$ cat src/rtl/core/adad_pkg.sv
// Shared types and constants for the averaging, deadband and display core.
package adad_pkg;

  // Field widths
  localparam int SAMPLE_W    = 12;
  localparam int VALUE_W     = 13;
  localparam int DIGIT_W     = 4;
  localparam int SCALE_W     = 11;
  localparam int DEADBAND_W  = 8;
  localparam int ZTHR_W      = 10;
  localparam int CFG_DATA_W  = 11;
  localparam int CFG_INDEX_W = 2;
  localparam int DIGIT_IDX_W = 2;

  // Largest converter code
  localparam int SAMPLE_MAX = 4095;

  // Register indexes
  localparam logic [CFG_INDEX_W-1:0] REG_SCALE_RANGE    = 2'd0;
  localparam logic [CFG_INDEX_W-1:0] REG_DEADBAND       = 2'd1;
  localparam logic [CFG_INDEX_W-1:0] REG_ZERO_THRESHOLD = 2'd2;

  // Register reset values
  localparam logic [SCALE_W-1:0]    SCALE_RESET    = 11'd1850;
  localparam logic [DEADBAND_W-1:0] DEADBAND_RESET = 8'd10;
  localparam logic [ZTHR_W-1:0]     ZTHR_RESET     = 10'd10;

  // Scaling divides by 1024
  localparam int SCALE_SHIFT = 10;

  // Divide by ten as (x * 52429) >> 19, exact for every 13-bit value
  localparam int DIV10_W     = 16;
  localparam logic [DIV10_W-1:0] DIV10_RECIP = 16'd52429;
  localparam int DIV10_SHIFT = 19;
  localparam int QUOT_W      = 10;

  // Digit step positions
  localparam logic [DIGIT_IDX_W-1:0] DIGIT_ONES     = 2'd0;
  localparam logic [DIGIT_IDX_W-1:0] DIGIT_TENS     = 2'd1;
  localparam logic [DIGIT_IDX_W-1:0] DIGIT_HUNDREDS = 2'd2;

  // Sequencer states
  typedef enum logic [2:0] {
    S_IDLE,
    S_RING,
    S_MEAN,
    S_SCALE,
    S_HOLD,
    S_DIV,
    S_REM,
    S_DONE
  } state_t;

  // Operand choice for the shared multiplier
  typedef enum logic [1:0] {
    MUL_MEAN,
    MUL_SCALE,
    MUL_DIV10
  } mul_sel_t;

  // Sequencer controls toward the datapath
  typedef struct packed {
    logic                   ready;
    logic                   ring_upd;
    logic                   mul_en;
    mul_sel_t               mul_sel;
    logic                   hold_upd;
    logic                   digit_step;
    logic [DIGIT_IDX_W-1:0] digit_idx;
    logic                   out_load;
  } ctrl_t;

endpackage

$ cat src/rtl/core/adad_ram.sv
// Generic single-write, single-read RAM with registered read data.
module adad_ram #(
  parameter int WIDTH = 12,
  parameter int DEPTH = 20
) (
  input  logic                     clk,
  input  logic                     we,
  input  logic [$clog2(DEPTH)-1:0] waddr,
  input  logic [WIDTH-1:0]         wdata,
  input  logic                     re,
  input  logic [$clog2(DEPTH)-1:0] raddr,
  output logic [WIDTH-1:0]         rdata
);

  logic [WIDTH-1:0] mem [DEPTH];

  // Write port and registered read port
  always_ff @(posedge clk) begin
    if (we) begin
      mem[waddr] <= wdata;
    end
    if (re) begin
      rdata <= mem[raddr];
    end
  end

endmodule

$ cat src/rtl/core/adad_mul.sv
// Shared unsigned multiplier with a registered product.
module adad_mul #(
  parameter int A_W = 17,
  parameter int B_W = 18
) (
  input  logic             clk,
  input  logic             en,
  input  logic [A_W-1:0]   a,
  input  logic [B_W-1:0]   b,
  output logic [A_W+B_W-1:0] p
);

  // Register the product of the selected operands
  always_ff @(posedge clk) begin
    if (en) begin
      p <= (A_W+B_W)'(a) * (A_W+B_W)'(b);
    end
  end

endmodule

$ cat src/rtl/core/adad_ctrl.sv
// Sequencer that steps one sample through the shared multiplier.
module adad_ctrl (
  input  logic            clk,
  input  logic            rst,
  input  logic            in_valid,
  input  logic            out_free,
  output adad_pkg::ctrl_t ctrl
);
  import adad_pkg::*;

  state_t                 state, state_next;
  logic [DIGIT_IDX_W-1:0] digit_idx, digit_idx_next;

  // State and digit counter
  always_ff @(posedge clk) begin
    if (rst) begin
      state     <= S_IDLE;
      digit_idx <= DIGIT_ONES;
    end else begin
      state     <= state_next;
      digit_idx <= digit_idx_next;
    end
  end

  // Next state and controls
  always_comb begin
    state_next      = state;
    digit_idx_next  = digit_idx;
    ctrl            = '0;
    ctrl.mul_sel    = MUL_MEAN;
    ctrl.digit_idx  = digit_idx;
    case (state)
      S_IDLE: begin
        ctrl.ready = 1'b1;
        if (in_valid) begin
          state_next = S_RING;
        end
      end
      S_RING: begin
        ctrl.ring_upd = 1'b1;
        state_next    = S_MEAN;
      end
      S_MEAN: begin
        ctrl.mul_en  = 1'b1;
        ctrl.mul_sel = MUL_MEAN;
        state_next   = S_SCALE;
      end
      S_SCALE: begin
        ctrl.mul_en  = 1'b1;
        ctrl.mul_sel = MUL_SCALE;
        state_next   = S_HOLD;
      end
      S_HOLD: begin
        ctrl.hold_upd  = 1'b1;
        digit_idx_next = DIGIT_ONES;
        state_next     = S_DIV;
      end
      S_DIV: begin
        ctrl.mul_en  = 1'b1;
        ctrl.mul_sel = MUL_DIV10;
        state_next   = S_REM;
      end
      S_REM: begin
        ctrl.digit_step = 1'b1;
        if (digit_idx == DIGIT_HUNDREDS) begin
          state_next = S_DONE;
        end else begin
          digit_idx_next = digit_idx + 1'b1;
          state_next     = S_DIV;
        end
      end
      S_DONE: begin
        // hold the result until the output register frees up
        if (out_free) begin
          ctrl.out_load = 1'b1;
          state_next    = S_IDLE;
        end
      end
      default: begin
        state_next = S_IDLE;
      end
    endcase
  end

endmodule

$ cat src/rtl/core/adad_average_deadband_display_core.sv
// Top level: moving average, scaling, deadband hold and decimal digits.
//
// Input channel: in_valid / in_ready with a 12-bit converter sample per request.
// Output channel: out_valid / out_ready with the display value and its four
// decimal digits, one result per accepted sample.
// Configuration: cfg_write with cfg_index selects scale_range (0), deadband (1)
// or zero_threshold (2); cfg_data carries the value, only the low bits of the
// register's width are kept. Write only while no sample is in flight.
// Flow: a sample enters the ring, then one multiplier is used five times in
// turn (mean by reciprocal, scaling, three divide-by-ten steps). The result is
// loaded into the output register, and the block takes no new sample until
// the last one is through, as its dependent multiplies share the single
// registered multiplier. in_ready is high only while the sequencer idles.
// Reset clears the ring (by a fill flag, no sweep), the running sum, the held
// value, the registers to their defaults and the output valid flag.
// When the receiver stalls, the result waits in the output register; the next
// sample is still taken and is finished up to the output, where it waits.
module adc_average_deadband_display_core #(
  parameter int DEPTH = 20
) (
  input  logic                                clk,
  input  logic                                rst,
  input  logic                                cfg_write,
  input  logic [adad_pkg::CFG_INDEX_W-1:0]    cfg_index,
  input  logic [adad_pkg::CFG_DATA_W-1:0]     cfg_data,
  input  logic                                in_valid,
  output logic                                in_ready,
  input  logic [adad_pkg::SAMPLE_W-1:0]       sample,
  output logic                                out_valid,
  input  logic                                out_ready,
  output logic [adad_pkg::VALUE_W-1:0]        display_value,
  output logic [adad_pkg::DIGIT_W-1:0]        digit_ones,
  output logic [adad_pkg::DIGIT_W-1:0]        digit_tens,
  output logic [adad_pkg::DIGIT_W-1:0]        digit_hundreds,
  output logic [adad_pkg::DIGIT_W-1:0]        digit_thousands
);
  import adad_pkg::*;

  localparam int POS_W       = $clog2(DEPTH);
  localparam int SUM_W       = $clog2(DEPTH * SAMPLE_MAX + 1);
  localparam int RECIP_SHIFT = SUM_W + $clog2(DEPTH);
  localparam int RECIP_W     = SUM_W + 1;
  localparam longint unsigned RECIP_FULL =
    ((64'd1 << RECIP_SHIFT) + DEPTH - 1) / DEPTH;
  localparam int MUL_B_W     = (RECIP_W > DIV10_W) ? RECIP_W : DIV10_W;
  localparam int PROD_W      = SUM_W + MUL_B_W;
  localparam logic [MUL_B_W-1:0] RECIP = MUL_B_W'(RECIP_FULL);

  ctrl_t ctrl;
  logic  accept;
  logic  out_free;

  // Configuration registers
  logic [SCALE_W-1:0]    scale_range;
  logic [DEADBAND_W-1:0] deadband;
  logic [ZTHR_W-1:0]     zero_threshold;

  // Ring state
  logic [POS_W-1:0]    pos;
  logic                wrapped;
  logic [SUM_W-1:0]    window_sum;
  logic [SAMPLE_W-1:0] sample_r;
  logic [SAMPLE_W-1:0] ring_rdata;
  logic [SAMPLE_W-1:0] old_sample;

  // Multiplier
  logic [SUM_W-1:0]   mul_a;
  logic [MUL_B_W-1:0] mul_b;
  logic [PROD_W-1:0]  prod;

  // Hold and digit work
  logic [VALUE_W-1:0]  held_value;
  logic [VALUE_W-1:0]  held_next;
  logic [VALUE_W-1:0]  scaled;
  logic [VALUE_W-1:0]  disp;
  logic [VALUE_W-1:0]  disp_r;
  logic [VALUE_W-1:0]  work;
  logic [QUOT_W-1:0]   quot;
  logic [VALUE_W-1:0]  quot_x10;
  logic [DIGIT_W-1:0]  digit;
  logic [DIGIT_W-1:0]  ones_r, tens_r, hundreds_r, thousands_r;
  logic [VALUE_W:0]    hold_low, hold_high;

  assign accept   = in_valid && ctrl.ready;
  assign in_ready = ctrl.ready;
  assign out_free = !out_valid || out_ready;

  adad_ctrl u_ctrl (
    .clk      (clk),
    .rst      (rst),
    .in_valid (in_valid),
    .out_free (out_free),
    .ctrl     (ctrl)
  );

  // Write configuration registers
  always_ff @(posedge clk) begin
    if (rst) begin
      scale_range    <= SCALE_RESET;
      deadband       <= DEADBAND_RESET;
      zero_threshold <= ZTHR_RESET;
    end else if (cfg_write) begin
      case (cfg_index)
        REG_SCALE_RANGE:    scale_range    <= cfg_data[SCALE_W-1:0];
        REG_DEADBAND:       deadband       <= cfg_data[DEADBAND_W-1:0];
        REG_ZERO_THRESHOLD: zero_threshold <= cfg_data[ZTHR_W-1:0];
        default: ;
      endcase
    end
  end

  // Sample ring
  adad_ram #(
    .WIDTH (SAMPLE_W),
    .DEPTH (DEPTH)
  ) u_ring (
    .clk   (clk),
    .we    (ctrl.ring_upd),
    .waddr (pos),
    .wdata (sample_r),
    .re    (accept),
    .raddr (pos),
    .rdata (ring_rdata)
  );

  // Slots not yet written on the first lap read as zero
  assign old_sample = wrapped ? ring_rdata : '0;

  // Capture the sample on acceptance
  always_ff @(posedge clk) begin
    if (accept) begin
      sample_r <= sample;
    end
  end

  // Update running sum and ring position
  always_ff @(posedge clk) begin
    if (rst) begin
      pos        <= '0;
      wrapped    <= 1'b0;
      window_sum <= '0;
    end else if (ctrl.ring_upd) begin
      window_sum <= window_sum - SUM_W'(old_sample) + SUM_W'(sample_r);
      if (pos == POS_W'(DEPTH - 1)) begin
        pos     <= '0;
        wrapped <= 1'b1;
      end else begin
        pos <= pos + 1'b1;
      end
    end
  end

  // Select multiplier operands
  always_comb begin
    case (ctrl.mul_sel)
      MUL_MEAN: begin
        mul_a = window_sum;
        mul_b = RECIP;
      end
      MUL_SCALE: begin
        mul_a = SUM_W'(prod[RECIP_SHIFT +: SAMPLE_W]);
        mul_b = MUL_B_W'(scale_range);
      end
      MUL_DIV10: begin
        mul_a = SUM_W'(work);
        mul_b = MUL_B_W'(DIV10_RECIP);
      end
      default: begin
        mul_a = '0;
        mul_b = '0;
      end
    endcase
  end

  adad_mul #(
    .A_W (SUM_W),
    .B_W (MUL_B_W)
  ) u_mul (
    .clk (clk),
    .en  (ctrl.mul_en),
    .a   (mul_a),
    .b   (mul_b),
    .p   (prod)
  );

  // Deadband: move only when more than deadband away in either direction
  assign scaled    = prod[SCALE_SHIFT +: VALUE_W];
  assign hold_low  = {1'b0, held_value} + (VALUE_W+1)'(deadband);
  assign hold_high = {1'b0, scaled} + (VALUE_W+1)'(deadband);
  assign held_next = ((hold_low < {1'b0, scaled}) || ({1'b0, held_value} > hold_high))
                     ? scaled : held_value;
  assign disp      = (scaled > VALUE_W'(zero_threshold)) ? held_next : '0;

  always_ff @(posedge clk) begin
    if (rst) begin
      held_value <= '0;
    end else if (ctrl.hold_upd) begin
      held_value <= held_next;
    end
  end

  // Peel off one decimal digit per step
  assign quot     = prod[DIV10_SHIFT +: QUOT_W];
  assign quot_x10 = VALUE_W'({quot, 3'b000}) + VALUE_W'({quot, 1'b0});
  assign digit    = DIGIT_W'(work - quot_x10);

  always_ff @(posedge clk) begin
    if (ctrl.hold_upd) begin
      disp_r <= disp;
      work   <= disp;
    end else if (ctrl.digit_step) begin
      work <= VALUE_W'(quot);
      case (ctrl.digit_idx)
        DIGIT_ONES: ones_r <= digit;
        DIGIT_TENS: tens_r <= digit;
        DIGIT_HUNDREDS: begin
          hundreds_r  <= digit;
          thousands_r <= DIGIT_W'(quot);
        end
        default: ;
      endcase
    end
  end

  // Output register
  always_ff @(posedge clk) begin
    if (rst) begin
      out_valid <= 1'b0;
    end else if (ctrl.out_load) begin
      out_valid <= 1'b1;
    end else if (out_ready) begin
      out_valid <= 1'b0;
    end
  end

  always_ff @(posedge clk) begin
    if (ctrl.out_load) begin
      display_value   <= disp_r;
      digit_ones      <= ones_r;
      digit_tens      <= tens_r;
      digit_hundreds  <= hundreds_r;
      digit_thousands <= thousands_r;
    end
  end

endmodule

$ cat config.mk
export PLATFORM = sky130hd
export DESIGN_NAME = adc_average_deadband_display_core
export DESIGN_NICKNAME = d
export VERILOG_FILES = /design/src/rtl/core/adad_pkg.sv /design/src/rtl/core/adad_ram.sv /design/src/rtl/core/adad_mul.sv /design/src/rtl/core/adad_ctrl.sv /design/src/rtl/core/adad_average_deadband_display_core.sv
export SDC_FILE = /design/constraint.sdc
export NUM_CORES = 1
export LEC_CHECK = 0
export ABC_AREA = 1
export BUFFER_PORTS_ARGS = -buffer_cell sky130_fd_sc_hd__buf_2
export CAP_MARGIN = 5
export CORE_MARGIN = 3
export CORE_UTILIZATION = 65
export CTS_CLUSTER_DIAMETER = 40
export DETAILED_ROUTE_END_ITERATION = 10
export PLACE_DENSITY_LB_ADDON = 0.12
export SKIP_LAST_GASP = 1
export SYNTH_ARGS = -nofsm -noshare
export SYNTH_HDL_FRONTEND = slang
export SYNTH_HIERARCHICAL = 1
export SYNTH_SLANG_ARGS = --single-unit
$ cat constraint.sdc
create_clock -name clk -period 15.55 [get_ports clk]
set_clock_uncertainty 0.15 [all_clocks]
set_input_delay 0.7775 -clock clk [delete_from_list [all_inputs] [get_ports clk]]
set_output_delay 0.7775 -clock clk [all_outputs]
set_load 0.02 [all_outputs]
# Word level (Yosys, flattened, before mapping)
# Memory sizes are Yosys's and may differ from the RTL's. A register that Yosys moved wholly into a read port is not among the register bits.
# Index checks and enable logic that the tools add are counted.
# word_totals
mem_count,1
latch_bits,0
rom_bits,0
reg_bits,188
ram_bits,240
# mem_list
name,depth,width,rd,rd_clocked_by_memory_dff,wr,line_no,rtl
u_ring.mem,20,12,1,1,1,adad_ram.sv:15,logic [WIDTH-1:0] mem [DEPTH];
# classes
mux,25
reduce_logical,20
addsub,8
multipliers,1
magnitude_cmp,3
shifts,0
n_eq_ne,17
div_mod_pow,0
bitwise_logic,1
# ops
op,n
$pmux W18 S3,1
$mux W13,4
$pmux W17 S3,1
$mul A17 B18 Y34,1
$add A13 B8 Y14,2
$pmux W3 S8,1
$add A17 B12 Y17,1
$sub A17 B12 Y17,1
$gt A13 B14 Y1,1
$lt A14 B13 Y1,1
$gt A13 B10 Y1,1
$eq A3 B3 Y1 const B,4
$mux W12,1
$reduce_and A2 Y1,6
$mux W1,10
$pmux W3 S3,1
$reduce_and A3 Y1,3
$eq A2 B1 Y1 const B,3
$eq A2 B2 Y1 const B,3
$eq A3 B2 Y1 const B,2
$logic_not A2 Y1,3
$mux W3,2
$ne A2 B2 Y1 const B,3
$reduce_bool A2 Y1,3
14 further kinds,16

# Logic depth before layout (Yosys ltp)
# logic_depth
ltp_word,6
ltp_mapped,36
mapped_depth_nobuf,33

# Modules after synthesis
# The synthesis kept the hierarchy.
# by_module_without_submodules
module,n_inst,area_each_um2,seq_area_each_um2,cells_per_inst
adad_mul,1,12030.3,1051.0,1611
adad_ram,1,10052.1,7567.3,831
adc_average_deadband_display_core,1,9063.7,3813.7,1081
adad_ctrl,1,351.6,100.1,53

# Least setup slack after synthesis
# No wires, ideal clock.
# synth_timing
path_kind,reg-to-reg
startpoint,register u_ctrl.state[1]
endpoint,register u_mul.p[32] (data pin)
path_stages_with_launch,31
n_path_buf,5
t_arrival_ps,6399
slack_ps,8748
required_ps,15148
period_less_slack_ps,6802
path_cell_list,dfxtp_1 buf_6 inv_1 nor3_1 clkbuf_1 clkbuf_1 nand3_1 o211ai_1 clkbuf_1 clkbuf_1 nand2_1 fa_1 inv_1 fa_1 inv_1 fa_1 inv_1 fa_1 fa_1 inv_1 fa_1 inv_1 ha_1 nand2_1 inv_1 a21oi_1 nand3_1 nand2_1 nand2_1 nand2_1 nand2_1
# synth_rtl
element,line_no,rtl
start: declaration,adad_ctrl.sv:11,"state_t state, state_next;"
start signal: assignment,adad_ctrl.sv:20,state <= state_next;
end signal: assignment,adad_mul.sv:16,p <= (A_W+B_W)'(a) * (A_W+B_W)'(b);
end: declaration,adad_mul.sv:10,output logic [A_W+B_W-1:0] p

==> impl_metrics.env <==
export IMPL_status="completed"
export IMPL_cts_buffers=58
export IMPL_final_common_cell="nand2_1"
export IMPL_maxCapViolCount=0
export IMPL_crit_start="u_ctrl/state[2]$_SDFFE_PP0P_"
export IMPL_nets=4012
export IMPL_regArea_um2=12200
export IMPL_cts_tree="done"
export IMPL_postCtsSetupBuffers=0
export IMPL_worst_path_buf_inv=7
export IMPL_cp_max_fo=70
export IMPL_required_ns=15.74
export IMPL_antennaDiodeCount=0
export IMPL_cts_root_buf="clkbuf_16"
export IMPL_track_usage=0.310
export IMPL_slew_violations=0
export IMPL_met3_usage=0.0586
export IMPL_cts_max_path_buffers=3
export IMPL_drive_gt1_frac=0.0699
export IMPL_grt_overflow=0
export IMPL_wirelength_um=76300
export IMPL_fin_hold_ws_ns=0.171
export IMPL_path_class="flip-flop to flip-flop"
export IMPL_htreeDepth=2
export IMPL_rsz0062_at_grt="false"
export IMPL_end_kind="flip-flop"
export IMPL_critPathLaunchType="flip-flop"
export IMPL_ir_worst_vdd_v=0.000153
export IMPL_cts_hold_buf=0
export IMPL_setup_violations=0
export IMPL_synth_net_count=4004
export IMPL_antenna_found_initial=0
export IMPL_dieArea_um2=50400
export IMPL_slowest_delay_ns=0.82
export IMPL_crit_top_cell="fa_1"
export IMPL_slew_headroom=0.100
export IMPL_dr_pass1_iters=7
export IMPL_met1_usage=0.424
export IMPL_syn_inst=3538
export IMPL_synthToLayoutAreaGrowth_pct=8.72
export IMPL_core_area_um2=46900
export IMPL_die_w_um=224
export IMPL_initial_utilization=0.662
export IMPL_final_cell_mix="nand2_1 (1,002), inv_1 (723), edfxtp_1 (359)"
export IMPL_wl_per_cell_um=18.2
export IMPL_cpLargestDelayFamily="adder cells"
export IMPL_final_util=0.720
export IMPL_num_fill_cells=3487
export IMPL_dp_hpwl_um=54800
export IMPL_rows=79
export IMPL_r2r_start="u_ctrl/state[2]$_SDFFE_PP0P_"
export IMPL_fin_crit_sh=0.536
export IMPL_io_pins=61
export IMPL_cts_resized=0
export IMPL_die_y_um=224
export IMPL_slowest_stage="nand2_1"
export IMPL_yosys_warnings=6
export IMPL_min_from="sample[8]"
export IMPL_ant_nets=0
export IMPL_dr_first_iter_drc_count=2227
export IMPL_grt_pass1_vias=23800
export IMPL_p_leak_uw=0.0168
export IMPL_grt_busiest_layer="met2"
export IMPL_cp_data_arrival_time_ns=8.53
export IMPL_fmax_mhz=120
export IMPL_avgSynthCellArea_um2=8.77
export IMPL_hold_viol=0
export IMPL_path_cells="nor3_2 > buf_4 > nor2_4 > buf_4 > inv_1 > nand2_1 > nand2_1 > fa_1 > fa_1 > inv_1 > fa_1 > inv_1 > fa_1 > fa_1 > fa_1 > inv_1 > ha_1 > nand2_1 > inv_1 > nand2_1 > nor3_1 > nand3_1 > nand4_1 > nand2_1"
export IMPL_total_power_uw=5830
export IMPL_clock_latency_ns=0.63
export IMPL_cts_num_sinks=430
export IMPL_grt_max_degree=92
export IMPL_p_per_area_nw_per_um2=173
export IMPL_vias=23600
export IMPL_fin_crit_ns=8.34
export IMPL_port_buffers=60
export IMPL_fin_tns_setup_ns=0
export IMPL_worst_slew_pin_slew_ns=1.34
export IMPL_drc=0
export IMPL_multi_input_area_um2=15400
export IMPL_netlist_area_um2=31000
export IMPL_clk_pin_slew_ns=0.06
export IMPL_via_per_inst=5.63
export IMPL_min_path_type="input pin to flip-flop"
export IMPL_grt_pass1_wl_um=122000
export IMPL_gp_congestion=0.958
export IMPL_grt_util_met2=0.501
-- registers in the layout, indices dropped and copies added, names as in the netlist, 5 cells and up --
name,count
held_value,13
disp_r,13
sample_r,12
deadband,8
window_sum,17
u_ring/mem,240
display_value,13
zero_threshold,10
u_mul/p,24
work,13
u_ring/rdata,12
scale_range,11
pos,5
-- metrics by stage --
stage	worst slack [ns]	instances	area (um^2)
final	7.21	4200	33700
after global routing	6.68	4200	33700
after CTS	7.35	4200	33700
after detailed placement	7.42	4093	31700
after global placement	7.56	4093	31700
after floorplan	8.75	3538	31000
-- area by class of cell --
class | count | area share
Clock buffer | 61 | 0.0434
Clock inverter | 46 | 0.0162
Inverter | 733 | 0.0816
Multi-Input combinational cell | 2224 | 0.457
Sequential cell | 430 | 0.362
Tap cell | 607 | 0.0225
Timing Repair Buffer | 99 | 0.0176
-- path summary, 6_finish.rpt --
check	slack [ns]	depth (start not counted)	endpoint
setup / recovery	7.21	24	u_mul/p[27]$_DFFE_PP_
hold / removal	0.17	1	sample_r[8]$_DFFE_PP_
setup reg to reg	7.21	24	u_mul/p[27]$_DFFE_PP_
hold reg to reg	0.26	0	digit_ones[1]$_DFFE_PP_
-- layer usage --
| layer | wire, um | share of wire |
|---|---|---|
| met1 | 30600 | 0.40 |
| met2 | 36300 | 0.48 |
| met3 | 6850 | 0.090 |
| met4 | 2570 | 0.034 |
| met5 | 0 | 0 |
-- power breakdown --
part	switching, uW	internal [uW]	total, uW
registers	109	1410	1520
logic	1950	1030	2980
clock network	535	802	1340
total	2590	3240	5830
Power figures use the tool's default switching activity.
